**src/design/ssd_pkg.sv**
```systemverilog
`timescale 1ns / 1ps
`default_nettype none

package ssd_pkg;

  // Digit codes held for each display position
  typedef logic [3:0] code_t;
  typedef code_t [7:0] codes_t;

  localparam code_t CODE_F     = 4'd10;
  localparam code_t CODE_E     = 4'd11;
  localparam code_t CODE_BLANK = 4'd12;

  // Request kinds on the input stream
  localparam logic OP_UPDATE = 1'b0;
  localparam logic OP_SCAN   = 1'b1;

  // Pages
  localparam logic PAGE_FREQ  = 1'b0;
  localparam logic PAGE_LIGHT = 1'b1;

  // Decimal point is lit on this digit of the light page
  localparam logic [2:0] DP_DIGIT    = 3'd6;
  localparam logic [7:0] SEG_DP_MASK = 8'h7F;

  // Largest value shown in a two-digit field
  localparam logic [6:0] TWO_DIGIT_MAX = 7'd99;

  // Reciprocal constants for division by constants
  localparam logic [16:0] RECIP_DIV100_W16 = 17'd83887;  // x/100 = (x*m)>>23, x < 2^16
  localparam logic [5:0]  RECIP_DIV100_W10 = 6'd41;      // x/100 = (x*m)>>12, x < 1024
  localparam logic [7:0]  RECIP_DIV10      = 8'd205;     // x/10  = (x*m)>>11, x < 1024

  // Write of a whole page into the digit store
  typedef struct packed {
    logic   page;
    codes_t codes;
  } page_write_t;

  // Active-low segment pattern for a digit code
  function automatic logic [7:0] seg_pattern(input code_t code);
    logic [7:0] seg;
    case (code)
      4'd0:    seg = 8'hC0;
      4'd1:    seg = 8'hF9;
      4'd2:    seg = 8'hA4;
      4'd3:    seg = 8'hB0;
      4'd4:    seg = 8'h99;
      4'd5:    seg = 8'h92;
      4'd6:    seg = 8'h82;
      4'd7:    seg = 8'hF8;
      4'd8:    seg = 8'h80;
      4'd9:    seg = 8'h90;
      CODE_F:  seg = 8'h8E;
      CODE_E:  seg = 8'h86;
      default: seg = 8'hFF;
    endcase
    return seg;
  endfunction

endpackage

`default_nettype wire

```
**src/design/ssd_freq_digits.sv**
```systemverilog
`timescale 1ns / 1ps
`default_nettype none

// Three-stage split of a 16-bit value into five decimal digits.
// digits[4] is the ten-thousands digit, digits[0] the ones digit.
module ssd_freq_digits (
  input  wire logic                clk,
  input  wire logic                advance,
  input  wire logic [15:0]         freq,
  output ssd_pkg::code_t [4:0]     digits
);

  // Stage A: f / 100 by reciprocal
  logic [32:0] prod_a;
  logic [9:0]  q1_b;
  logic [15:0] freq_b;

  assign prod_a = freq * ssd_pkg::RECIP_DIV100_W16;

  // Stage B: remainder of f / 100, then q1 / 100 and q1 / 10
  logic [15:0] hund_b;
  logic [15:0] prod_q2_b;
  logic [17:0] prod_q10_b;
  logic [6:0]  r1_c;
  logic [2:0]  q2_c;
  logic [6:0]  q10_c;
  logic [9:0]  q1_c;

  assign hund_b     = 16'(q1_b * 7'd100);
  assign prod_q2_b  = q1_b * ssd_pkg::RECIP_DIV100_W10;
  assign prod_q10_b = q1_b * ssd_pkg::RECIP_DIV10;

  // Stage C: upper digits and tens of the low remainder
  logic [6:0]  d3_c;
  logic [9:0]  d2_c;
  logic [14:0] prod_d1_c;
  logic [3:0]  d4_d;
  logic [3:0]  d3_d;
  logic [3:0]  d2_d;
  logic [3:0]  d1_d;
  logic [6:0]  r1_d;

  assign d3_c      = q10_c - 7'(q2_c * 4'd10);
  assign d2_c      = q1_c - 10'(q10_c * 4'd10);
  assign prod_d1_c = r1_c * ssd_pkg::RECIP_DIV10;

  always_ff @(posedge clk) begin
    if (advance) begin
      q1_b   <= prod_a[32:23];
      freq_b <= freq;

      r1_c   <= 7'(freq_b - hund_b);
      q2_c   <= prod_q2_b[14:12];
      q10_c  <= prod_q10_b[17:11];
      q1_c   <= q1_b;

      d4_d   <= {1'b0, q2_c};
      d3_d   <= d3_c[3:0];
      d2_d   <= d2_c[3:0];
      d1_d   <= prod_d1_c[14:11];
      r1_d   <= r1_c;
    end
  end

  // Ones digit falls out of the registered remainder
  logic [6:0] d0;
  assign d0 = r1_d - 7'(d1_d * 4'd10);

  assign digits = {d4_d, d3_d, d2_d, d1_d, d0[3:0]};

endmodule

`default_nettype wire

```
**src/design/ssd_display.sv**
```systemverilog
`timescale 1ns / 1ps
`default_nettype none

// Digit store, shown page, scan position and the result register.
module ssd_display (
  input  wire logic                 clk,
  input  wire logic                 rst,
  input  wire logic                 req_valid,
  input  wire logic                 req_op,
  input  wire ssd_pkg::page_write_t wr,
  input  wire logic                 out_ready,
  output logic                      out_valid,
  output logic [7:0]                out_select,
  output logic [7:0]                out_segments,
  output logic                      advance
);

  ssd_pkg::codes_t codes;
  logic            shown_page;
  logic [2:0]      scan_pos;

  // Whole pipeline moves when the result register is free or being drained
  assign advance = !out_valid || out_ready;

  // Segment lookup for the digit under the scan
  logic [7:0] seg_raw;
  logic [7:0] seg_next;
  logic [7:0] select_next;

  assign seg_raw     = ssd_pkg::seg_pattern(codes[scan_pos]);
  assign seg_next    = (shown_page == ssd_pkg::PAGE_LIGHT && scan_pos == ssd_pkg::DP_DIGIT)
                       ? (seg_raw & ssd_pkg::SEG_DP_MASK) : seg_raw;
  assign select_next = 8'd1 << scan_pos;

  // Control state
  always_ff @(posedge clk) begin
    if (rst) begin
      codes      <= {8{ssd_pkg::CODE_BLANK}};
      shown_page <= ssd_pkg::PAGE_FREQ;
      scan_pos   <= 3'd0;
      out_valid  <= 1'b0;
    end else if (advance) begin
      out_valid <= req_valid && req_op == ssd_pkg::OP_SCAN;
      if (req_valid && req_op == ssd_pkg::OP_UPDATE) begin
        codes      <= wr.codes;
        shown_page <= wr.page;
      end
      if (req_valid && req_op == ssd_pkg::OP_SCAN) begin
        scan_pos <= scan_pos + 3'd1;
      end
    end
  end

  // Result payload
  always_ff @(posedge clk) begin
    if (advance && req_valid && req_op == ssd_pkg::OP_SCAN) begin
      out_select   <= select_next;
      out_segments <= seg_next;
    end
  end

  // Checks
  a_select_onehot: assert property (@(posedge clk) disable iff (rst)
    out_valid |-> $onehot(out_select))
    else $error("digit select not one-hot");

  a_dp_only_digit6: assert property (@(posedge clk) disable iff (rst)
    out_valid && !out_segments[7] |-> out_select == 8'h40)
    else $error("decimal point lit outside digit 6");

  a_scan_steps: assert property (@(posedge clk) disable iff (rst)
    advance && req_valid && req_op == ssd_pkg::OP_SCAN |=> scan_pos == $past(scan_pos) + 3'd1)
    else $error("scan position did not step");

  a_update_holds_scan: assert property (@(posedge clk) disable iff (rst)
    advance && req_valid && req_op == ssd_pkg::OP_UPDATE |=> $stable(scan_pos) && !out_valid)
    else $error("update moved the scan or produced a result");

endmodule

`default_nettype wire

```
**src/design/seven_segment_two_page_display.sv**
```systemverilog
`timescale 1ns / 1ps
`default_nettype none

// Two-page driver for an 8-digit multiplexed common-anode seven-segment display.
// An update request (tuser[0] = 0) stores a page: page 0 shows 'F', the key value
// and the frequency with leading zeros blanked; page 1 shows 'E', the key value and
// the light value (capped at 99) with the decimal point on digit 6. A scan request
// (tuser[0] = 1) returns the one-hot select and active-low segments of the next
// digit and steps the scan. One request is taken every cycle while the result side
// keeps up; a result passes the input register, the stage registers 2, 3 and 4 and
// the result register, with the frequency going through the three-stage decimal split. s_tready
// follows the result register: it drops only while a result waits on m_tready.
module seven_segment_two_page_display (
  input  wire logic        clk,
  input  wire logic        rst,
  input  wire logic        s_tvalid,
  output logic             s_tready,
  input  wire logic [31:0] s_tdata,   // key_number[6:0], frequency[22:7], light_level[29:23]
  input  wire logic [1:0]  s_tuser,   // operation[0], page[1]
  output logic             m_tvalid,
  input  wire logic        m_tready,
  output logic [15:0]      m_tdata    // digit_select[7:0], segments[15:8]
);

  logic advance;

  // Input register
  logic        v1;
  logic        op1;
  logic        page1;
  logic [6:0]  key1;
  logic [15:0] freq1;
  logic [6:0]  light1;

  // Stage A: saturate, tens by reciprocal
  logic [6:0]  key_sat_a;
  logic [6:0]  light_sat_a;
  logic [14:0] key_prod_a;
  logic [14:0] light_prod_a;

  assign key_sat_a    = (key1 > ssd_pkg::TWO_DIGIT_MAX) ? ssd_pkg::TWO_DIGIT_MAX : key1;
  assign light_sat_a  = (light1 > ssd_pkg::TWO_DIGIT_MAX) ? ssd_pkg::TWO_DIGIT_MAX : light1;
  assign key_prod_a   = key_sat_a * ssd_pkg::RECIP_DIV10;
  assign light_prod_a = light_sat_a * ssd_pkg::RECIP_DIV10;

  logic       v2;
  logic       op2;
  logic       page2;
  logic [6:0] key_sat2;
  logic [3:0] key_t2;
  logic [6:0] light_sat2;
  logic [3:0] light_t2;

  // Stage B: ones digits
  logic [6:0] key_o_b;
  logic [6:0] light_o_b;

  assign key_o_b   = key_sat2 - 7'(key_t2 * 4'd10);
  assign light_o_b = light_sat2 - 7'(light_t2 * 4'd10);

  logic       v3;
  logic       op3;
  logic       page3;
  logic [3:0] key_t3;
  logic [3:0] key_o3;
  logic [3:0] light_t3;
  logic [3:0] light_o3;

  logic       v4;
  logic       op4;
  logic       page4;
  logic [3:0] key_t4;
  logic [3:0] key_o4;
  logic [3:0] light_t4;
  logic [3:0] light_o4;

  // Pipeline valid bits
  always_ff @(posedge clk) begin
    if (rst) begin
      v1 <= 1'b0;
      v2 <= 1'b0;
      v3 <= 1'b0;
      v4 <= 1'b0;
    end else if (advance) begin
      v1 <= s_tvalid;
      v2 <= v1;
      v3 <= v2;
      v4 <= v3;
    end
  end

  // Pipeline payload
  always_ff @(posedge clk) begin
    if (advance) begin
      op1        <= s_tuser[0];
      page1      <= s_tuser[1];
      key1       <= s_tdata[6:0];
      freq1      <= s_tdata[22:7];
      light1     <= s_tdata[29:23];

      op2        <= op1;
      page2      <= page1;
      key_sat2   <= key_sat_a;
      key_t2     <= key_prod_a[14:11];
      light_sat2 <= light_sat_a;
      light_t2   <= light_prod_a[14:11];

      op3        <= op2;
      page3      <= page2;
      key_t3     <= key_t2;
      key_o3     <= key_o_b[3:0];
      light_t3   <= light_t2;
      light_o3   <= light_o_b[3:0];

      op4        <= op3;
      page4      <= page3;
      key_t4     <= key_t3;
      key_o4     <= key_o3;
      light_t4   <= light_t3;
      light_o4   <= light_o3;
    end
  end

  assign s_tready = advance;

  // Frequency digits, aligned with stage 4
  ssd_pkg::code_t [4:0] fdig;

  ssd_freq_digits u_freq (
    .clk     (clk),
    .advance (advance),
    .freq    (freq1),
    .digits  (fdig)
  );

  // Page layout with blanking
  ssd_pkg::page_write_t wr;
  logic                 key_zero;
  logic [4:0]           lead;

  assign key_zero = (key_t4 == 4'd0) && (key_o4 == 4'd0);

  always_comb begin
    lead[4] = (fdig[4] == 4'd0);
    lead[3] = lead[4] && (fdig[3] == 4'd0);
    lead[2] = lead[3] && (fdig[2] == 4'd0);
    lead[1] = lead[2] && (fdig[1] == 4'd0);
    lead[0] = 1'b0;

    wr.page     = page4;
    wr.codes[1] = (key_t4 == 4'd0) ? ssd_pkg::CODE_BLANK : key_t4;
    wr.codes[2] = key_zero ? ssd_pkg::CODE_BLANK : key_o4;
    if (page4 == ssd_pkg::PAGE_FREQ) begin
      wr.codes[0] = ssd_pkg::CODE_F;
      wr.codes[3] = lead[4] ? ssd_pkg::CODE_BLANK : fdig[4];
      wr.codes[4] = lead[3] ? ssd_pkg::CODE_BLANK : fdig[3];
      wr.codes[5] = lead[2] ? ssd_pkg::CODE_BLANK : fdig[2];
      wr.codes[6] = lead[1] ? ssd_pkg::CODE_BLANK : fdig[1];
      wr.codes[7] = lead[0] ? ssd_pkg::CODE_BLANK : fdig[0];
    end else begin
      wr.codes[0] = ssd_pkg::CODE_E;
      wr.codes[3] = ssd_pkg::CODE_BLANK;
      wr.codes[4] = ssd_pkg::CODE_BLANK;
      wr.codes[5] = ssd_pkg::CODE_BLANK;
      wr.codes[6] = light_t4;
      wr.codes[7] = light_o4;
    end
  end

  // Store, scan and result register
  ssd_display u_display (
    .clk          (clk),
    .rst          (rst),
    .req_valid    (v4),
    .req_op       (op4),
    .wr           (wr),
    .out_ready    (m_tready),
    .out_valid    (m_tvalid),
    .out_select   (m_tdata[7:0]),
    .out_segments (m_tdata[15:8]),
    .advance      (advance)
  );

endmodule

`default_nettype wire
```
**config.mk**
```make
export PLATFORM = sky130hd
export DESIGN_NAME = seven_segment_two_page_display
export DESIGN_NICKNAME = d
export VERILOG_FILES = /design/src/design/ssd_pkg.sv /design/src/design/ssd_freq_digits.sv /design/src/design/ssd_display.sv /design/src/design/seven_segment_two_page_display.sv
export SDC_FILE = /design/constraint.sdc
export NUM_CORES = 1
export LEC_CHECK = 0
export ABC_AREA = 1
export BUFFER_PORTS_ARGS = -buffer_cell sky130_fd_sc_hd__buf_2
export CORE_MARGIN = 4
export CORE_UTILIZATION = 55
export DETAILED_ROUTE_END_ITERATION = 16
export GPL_TIMING_DRIVEN = 1
export MAX_ROUTING_LAYER = met4
export PLACE_DENSITY = 0.75
export REMOVE_ABC_BUFFERS = 1
export SYNTH_ARGS = -nofsm -noshare
export SYNTH_HDL_FRONTEND = slang
export SYNTH_HIERARCHICAL = 1
export SYNTH_SLANG_ARGS = --single-unit
```
**constraint.sdc**
```tcl
create_clock -name clk -period 5 [get_ports clk]
set_input_delay 1 -clock clk [delete_from_list [all_inputs] [get_ports clk]]
set_output_delay 1 -clock clk [all_outputs]
set_load 0.005 [all_outputs]
```
Yosys cells after proc, flatten, opt, wreduce, memory -nomap -nowiden
Memories as Yosys holds them, arrays and structs flattened. A register that Yosys moved wholly into a read port is not among the register bits.
Cells that the tools add are included.

word-level totals
  bits in registers = 193
  latch bits = 0
  bits in writable memories = 0
  memory bits (read-only) = 112
  output and inout port bits = 18
  logic and storage cells = 108
  memories = 1

memories
  name              words  bits a word  read ports  clocked after Yosys merged registers in  write ports  line           text
  (name not given)  16     7            1           1                                        0            ssd_pkg.sv:43  case (code)

operators by class
  add/sub/neg operators = 7
  multipliers = 12
  divide/modulo/power cells = 0
  $lt $le $gt $ge = 3
  equality and inequality tests = 1
  shift-type cells = 1
  multiplexer cells = 12
  bitwise logic cells = 1
  reductions and logical operators = 19

operator list
  operator                number
  $mul 7x8->15 const B    3
  $mul 16x17->33 const B  1
  $mux 4                  7
  $logic_not 4->1         6
  $mux 20                 1
  $sub 4x4->4             5
  $mul 10x8->18 const B   1
  $mul 10x6->15 const B   1
  $gt 7x7->1 const B      2
  $mux 7                  2
  $bmux 4 s3              1
  $mul 4x3->3 const B     3
  $mul 10x5->5 const B    1
  $logic_and 1x1->1       9
  $shl 1x3->8 const A     1
  $mul 7x3->3 const B     1
  $sub 7x7->7             1
  $lt 3x4->1 const B      1
  $reduce_and 2->1        2
  $add 3x1->3 const B     1
  $eq 3x3->1 const B      1
  $mul 3x3->3 const B     1
  $logic_not 1->1         1
  $logic_or 1x1->1        1
  other kinds (2)         2

Logic depth before layout (Yosys ltp)
Gate-level depths: netlist (run 1).

  depth after elaboration = 6
  depth in mapped cells = 25
  depth with buffers taken out = 25

Cells and area by module
The synthesis (run 1) kept the hierarchy.

modules (own cells, without submodules)
  module                          times used  cells each  area each (sq um)
  ssd_freq_digits                 1           1180        10507.6
  seven_segment_two_page_display  1           484         5260.0
  ssd_display                     1           311         2577.5

Worst setup path before layout (run 1)
OpenSTA, ideal clock, no wires.

  kind = register to register
  start = register freq1[14]
  end = register u_freq.q1_b[3] (data pin)
  library setup time = 0.252 ns
  data arrival time = 4.830 ns
  slack = -0.083 ns
  cell stages (with the launch flop) = 20
  path buffers = 0
  period minus slack after synthesis = 5.083 ns
  cell sequence = edfxtp_1 > fa_1 > inv_1 > fa_1 > inv_1 > fa_1 > fa_1 > fa_1 > inv_1 > fa_1 > inv_1 > ha_1 > a21oi_1 > o21bai_1 > nand2_1 > nand2_1 > a21oi_1 > nand2_1 > nand2_1 > nand2_1

on the way
  word-level cells in the longest chain between the ends = 1

ends and longest elaborated chain
  what                      line                                  text
  start: declaration        seven_segment_two_page_display.sv:32  logic [15:0] freq1;
  start signal: assignment  seven_segment_two_page_display.sv:98  freq1 <= s_tdata[22:7];
  $mul 16x17->33            ssd_freq_digits.sv:18                 assign prod_a = freq * ssd_pkg::RECIP_DIV100_W16;
  net u_freq.prod_a[26]     ssd_freq_digits.sv:14                 logic [32:0] prod_a;
  end signal: assignment    ssd_freq_digits.sv:49                 q1_b <= prod_a[32:23];
  end: declaration          ssd_freq_digits.sv:15                 logic [9:0] q1_b;

The timed path passes the listed nets, and every way through them passes these cells.
A chain may end at the register's enable or synchronous reset.

Final worst setup path (run 1)
  start = register freq1[4]
  end = register u_freq.q1_b[7] (data pin)

Same word-level chain as after synthesis.

==> impl_metrics.py, run 1 <==
metrics = {
    "synth": {
        "synth_edf_count": 156,
        "yosysSeqAreaShare_pct": 30.0,
        "async_flop_share_pct": 0,
        "ys_seq_elements": 197,
        "synthTopCellsByArea": "edfxtp_1 26%, ha_1 22%, fa_1 16%",
        "postSynthAreaPerCell_um2": 9.29,
        "yosys.area.top_type": "edfxtp_1",
        "ys_warn_count": 6,
        "syn_area_um2": 18300,
        "synth_flop_cell": "edfxtp_1",
        "yosys.area.top_type_share_pct": 25.5,
        "synth_cell_type_count": 48,
        "syn_inst": 1975,
    },
    "sta": {
        "post-route-period-util_pct": 102,
        "tns_ns": -0.367,
        "max_slew_margin_pct": 29.9,
        "hold_slack_ns": 0.416,
        "tightestPinTransition_ns": 1.05,
        "max_freq_mhz": 197,
        "maxSlewViolCount": 0,
        "hold_viol_final": 0,
        "fin_ws_ns": -0.0767,
        "skew_ns": 0.0158,
        "grt_setup_unrepaired": "true",
        "finalSetupViolations": 6,
        "min_period_ns": 5.08,
    },
    "floorplanning": {
        "start_util_pct": 56.1,
        "rows": 66,
        "ios": 56,
        "core_um2": 32700,
        "dieArea_um2": 36300,
        "die_x_um": 191,
        "die_h_um": 191,
    },
    "placement": {
        "io_buffers": 53,
        "post_dp_cell_area_um2": 19500,
        "dp_hpwl_mm": 29.1,
        "gp_congestion": 0.949,
    },
    "critical_path": {
        "max_stage_delay_ns": 0.63,
        "rr_worst_depth": 19,
        "critPathCaptureType": "register",
        "critPathTopFamily": "adder cells",
        "worstPathMaxFanout": 3,
        "crit_chain": "fa_2 -> inv_2 -> fa_2 -> inv_2 -> fa_1 -> fa_2 -> fa_1 -> inv_2 -> fa_1 -> inv_2 -> ha_4 -> nand2_2 -> nor2_2 -> nand2_1 -> o21bai_1 -> nand3_2 -> nand2_2 -> nand3_1 -> nand2_1",
        "worst_path_most_repeated_cell": "inv_2",
        "start_kind": "register",
        "worstPathArrival_ns": 5.28,
        "cp_num_cells": 19,
        "crit_type": "register to register",
        "slowest_stage": "fa_2",
        "cp.buffers_inverters": 4,
        "cp.required_ns": 5.20,
    },
    "cells_and_area": {
        "drive_gt1_share_pct": 16.3,
        "stdcell_area_um2": 20900,
        "nets": 2625,
        "diodes": 0,
        "area_delta_synth_final_pct": 14.2,
    },
    "clock_tree": {
        "numCtsBuffers": 17,
        "clock_latency_ns": 0.45,
        "cts_max_path_buffers": 2,
        "clk_pin_slew_ns": 0.09,
        "cts_tree": "done",
        "htreeDepth": 4,
        "cts_root_buf": "clkbuf_16",
        "cts.sinks": 197,
    },
    "global_routing": {
        "grt_usage_pct": 21.6,
        "grt_pass1_vias": 13700,
        "grt_max_degree": 56,
        "globalRouteOverflowTotal": 0,
        "grt_antenna_before_repair": 0,
        "grt_pass1_wl_mm": 62.3,
    },
    "routing": {
        "final_antenna_net_count": 0,
        "avgViaCountPerCell": 5.08,
        "routed_wl_mm": 37.2,
        "drt_first_pass_iters": 5,
        "vias": 13100,
        "drcViolationCount": 0,
        "drt_iter0_drc": 728,
        "wl_per_cell_um": 14.5,
    },
    "status": {
        "violations": "setup timing",
        "status": "complete, but fails checks",
    },
    "job": {
        "maxCapViolCount": 0,
    },
    "worst_hold_path": {
        "whs_path_depth": 0,
        "hp-class": "register to register",
    },
}
## worst paths after layout
path	startpoint	to	slack (ns)
worst max register to register	freq1[4]	u_freq/q1_b[7]	-0.08
worst min-delay path	page1	page2	0.42
worst min register to register	page1	page2	0.42
worst max-delay path	freq1[4]	u_freq/q1_b[7]	-0.08
## repair_timing
item | CTS | global route
pin swaps | 56 | 44
setup endpoints to repair | 10 | 10
resized for setup | 75 | 59
hold buffers | 0 | 0
endpoints found under the hold margin | 0 | 0
buffers inserted | 14 | 12
## cell usage after synthesis (all sizes together) (3+ instances only)
master  count
conb        3
o21a        3
xor2       23
o21ai      45
fa        148
nand2     334
buf        13
a211oi      4
inv       480
a21oi      78
o21bai     10
nand4      13
nand3      80
nor3        8
dfxtp      41
edfxtp    156
ha        321
o211ai     17
xnor2      19
clkbuf     13
or2         6
a21o        8
nor2      139
## state kept, by name, summed over array words and instances, names as in the netlist, 7 cells and up
register,flops
u_freq/q1_b,10
u_freq/freq_b,7
key1,7
u_freq/r1_c,7
light1,7
freq1,16
u_display/codes,32
u_display/out_select,8
u_display/out_segments,8
## logic make-up after synthesis
| logic type | after synthesis | synth area share [%] |
|---|---|---|
| AO/OA/AOI/OAI | 170 | 5.66 |
| XOR/XNOR | 42 | 2.01 |
| adder cells (fa/ha/maj) | 469 | 38.0 |
| buffers and inverters | 507 | 10.7 |
| flip-flops | 197 | 30.0 |
| other | 3 | 0.0614 |
| AND/OR/NAND/NOR | 587 | 13.6 |
## cell type report
class                           instances  area [µm²]
Tap cell                              442         553
Timing Repair Buffer                  149        1020
Inverter                              481        1810
Multi-Input combinational cell       1272       11400
Clock buffer                           18         439
Fill cell                            2639       11800
Clock inverter                         14         194
Sequential cell                       197        5510
## through the flow
stage | utilization [%] | worst slack [ns] | std cells
2_1_floorplan | - | -0.0828 | 1950
3_3_place_gp | 59.8 | -0.253 | 2515
3_5_place_dp | 59.8 | -0.292 | 2515
4_1_cts | 63.0 | -0.0148 | 2561
5_1_grt | 64.1 | -0.243 | 2573
6_report | 64.1 | -0.0767 | 2573
## layer usage
metal  GRT usage (%)  up-vias  part of all wire [%]
li1                -     6538                     -
met1            27.3     6201                    45
met2            36.4      272                    49
met3            4.03       56                   4.4
met4            5.25        0                   2.0
met5               -        -                     0
## cells in the final DEF (no fill, tap or decap), types with 4 or more instances in the layout
master	instances
a21o_1	8
a21oi_1	63
a21oi_2	14
buf_2	53
buf_4	88
buf_6	7
clkbuf_16	17
clkinv_8	4
conb_1	4
dfxtp_1	41
edfxtp_1	156
fa_1	135
fa_2	13
ha_1	301
ha_4	19
inv_1	453
inv_2	25
inv_6	4
nand2_1	292
nand2_2	37
nand2_4	5
nand3_1	67
nand3_2	12
nand4_1	13
nor2_1	127
nor2_2	7
nor2_4	5
nor3_1	5
o211ai_1	9
o211ai_2	8
o21ai_0	30
o21ai_1	14
o21bai_1	7
or2_2	6
xnor2_1	19
xor2_1	23
Power of run 1 is left out: the tool's default activity adds up to more than one toggle a clock period on the data nets, which glitch-free logic cannot reach.
==> inputs of run 2 (changes only) <==
--- a/config.mk
+++ b/config.mk
@@ -6,7 +6,7 @@
 export NUM_CORES = 1
 export LEC_CHECK = 0
 export ABC_AREA = 1
-export BUFFER_PORTS_ARGS = -buffer_cell sky130_fd_sc_hd__buf_2
+export BUFFER_PORTS_ARGS = -buffer_cell sky130_fd_sc_hd__buf_4
 export CORE_MARGIN = 4
 export CORE_UTILIZATION = 55
 export DETAILED_ROUTE_END_ITERATION = 16
==> run 2 against run 1 <==
  * The flow still finishes with violations (setup timing)
  * Cell count shrank 0.47%
  * Setup slack got worse by 0.019 ns
  * Hold slack got worse by 0.0034 ns
  * Count of clock-buffer cells in the layout grew 4
  * Critical path depth grew 1
  * Final area is essentially flat
  * Maximum frequency shrank 0.38%
  * Clock skew shrank 0.0014 ns
  * Utilization is 0.061 points higher
  * Register-to-register slack worse by 0.02 ns
  * Critical endpoint is now u_freq/q1_b[4]
  * Die area unchanged
  * Via count fell by 0.76%
==> impl_metrics.py, run 2 (synthesis results as in run 1) <==
metrics = {
    "status": {
        "status": "complete, but fails checks",
        "violations": "setup timing",
    },
    "worst_hold_path": {
        "hp-class": "register to register",
        "whs_path_depth": 0,
        "min_from": "light_o3[2]",
        "hold_end": "light_o4[2]",
    },
    "critical_path": {
        "worstPathMaxFanout": 4,
        "worstPathArrival_ns": 5.28,
        "ff2ff_setup_slack_ns": -0.1,
        "regToRegEndpoint": "u_freq/q1_b[4]",
        "slowest_stage": "fa_1",
        "crit_type": "register to register",
        "max_stage_delay_ns": 0.57,
        "r2r_start": "freq1[10]",
        "critPathCaptureType": "register",
        "start_kind": "register",
        "crit_chain": "buf_4 -> ha_1 -> inv_2 -> fa_1 -> inv_2 -> fa_1 -> fa_1 -> fa_1 -> inv_2 -> fa_1 -> inv_2 -> ha_4 -> nand2_4 -> nor2_4 -> and2_4 -> nand2_2 -> nor2_1 -> nand2_1 -> nand3_1 -> nand2_1",
        "worst_path_most_repeated_cell": "fa_1",
        "rr_worst_depth": 20,
        "cp.required_ns": 5.18,
    },
    "floorplanning": {
        "start_util_pct": 56.1,
        "rows": 66,
        "die_h_um": 191,
        "die_x_um": 191,
        "ios": 56,
        "dieArea_um2": 36300,
        "core_um2": 32700,
    },
    "routing": {
        "final_antenna_net_count": 0,
        "drcViolationCount": 0,
        "wl_per_cell_um": 14.3,
        "drt_first_pass_iters": 5,
        "avgViaCountPerCell": 5.06,
        "vias": 13000,
        "routed_wl_mm": 36.6,
        "drt_iter0_drc": 649,
    },
    "placement": {
        "dpl_worst_slack_ns": -0.244,
        "gp_congestion": 0.944,
        "io_buffers": 53,
        "dp_hpwl_mm": 29.2,
        "post-place-cells": 2514,
    },
    "global_routing": {
        "grt_pass1_vias": 13400,
        "grt_usage_pct": 21.5,
        "grt_antenna_before_repair": 0,
        "globalRouteOverflowTotal": 0,
        "grt_max_degree": 56,
        "grt_pass1_wl_mm": 62.0,
    },
    "cells_and_area": {
        "area_delta_synth_final_pct": 14.3,
        "regMostFlops": "u_display/codes",
        "diodes": 0,
        "drive_gt1_share_pct": 16.0,
        "nets": 2613,
        "most-common-layout-cells": "452 x inv_1, 300 x ha_1, 290 x nand2_1",
        "largestRegisters": "u_display/codes x32, freq1 x16, u_freq/q1_b x10",
        "final_cell_count_no_fill": 2561,
        "largest_reg_flops": 32,
        "postLayoutCoreUtil_pct": 64.1,
        "final_common_cell": "inv_1",
        "nFillCells": 2643,
    },
    "sta": {
        "tightestPinTransition_ns": 1.10,
        "finalSetupViolations": 9,
        "tns_ns": -0.403,
        "max_freq_mhz": 196,
        "skew_ns": 0.0145,
        "min_period_ns": 5.10,
        "post-route-period-util_pct": 102,
        "grt_setup_unrepaired": "true",
        "max_slew_margin_pct": 26.5,
        "maxSlewViolCount": 0,
        "hold_viol_final": 0,
        "fin_ws_ns": -0.0959,
    },
    "clock_tree": {
        "postCtsHoldBufs": 0,
        "cts_tree": "done",
        "htreeDepth": 4,
        "cts.sinks": 197,
        "clock_latency_ns": 0.44,
        "cts_root_buf": "clkbuf_16",
        "cts_max_path_buffers": 2,
        "clk_pin_slew_ns": 0.08,
        "numCtsBuffers": 17,
    },
    "job": {
        "maxCapViolCount": 0,
    },
}
## run 2: cell count changes in the layout (fill, tap and decap cells not counted), sizes merged
cell / previous run / this run
clkinvlp: 0 / 1
clkinv: 5 / 2
buf: 149 / 137
clkbuf: 18 / 22
inv: 489 / 487
## run 2: through the flow
stage	hold slack, ns	area, µm²
floorplan	0.400	18200
global placement	0.402	19700
detailed placement	0.405	19700
CTS	0.418	20700
global route	0.424	21000
finish	0.413	21000
## run 2: worst max path at each step
stage | startpoint | to | cells after the start
finish | freq1[10] | u_freq/q1_b[4] | 20
global route | freq1[15] | u_freq/q1_b[5] | 18
detailed placement | freq1[13] | u_freq/q1_b[3] | 19
global placement | freq1[13] | u_freq/q1_b[6] | 18
floorplan | freq1[14] | u_freq/q1_b[3] | 19
CTS | freq1[10] | u_freq/q1_b[3] | 17
## run 2: area by class of cell
type / count / area, µm² / share of cell area (%)
Sequential cell: 197 / 5510 / 26.3
Clock inverter: 10 / 106 / 0.507
Inverter: 481 / 1810 / 8.63
Tap cell: 442 / 553 / 2.64
Clock buffer: 22 / 465 / 2.22
Timing Repair Buffer: 137 / 1060 / 5.05
Multi-Input combinational cell: 1272 / 11500 / 54.7
## run 2: metal layers
layer | track usage [%] | share of wire [%] | vias to the layer above
met1 | 27.6 | 45 | 6143
met3 | 3.19 | 4.1 | 63
met4 | 5.72 | 2.0 | 0
li1 | - | - | 6511
met2 | 36.1 | 49 | 251
met5 | - | 0 | -
## run 2: timing repair
| action | 4_1_cts | 5_1_grt |
|---|---|---|
| gates cloned | 0 | 0 |
| endpoints found under the setup margin | 10 | 10 |
| setup buffers | 7 | 9 |
| gates resized for setup | 81 | 61 |
| pin swaps | 53 | 53 |
## run 2: worst max-delay path: cells and delay by family, from the launching register on
kind / cells / cell delay [ns]
and+or+nand+nor: 8 / 0.73
DFF: 1 / 0.49
adders and majority gates: 7 / 3.22
buffers and inverters: 5 / 0.39
Power of run 2 is left out for the same reason.
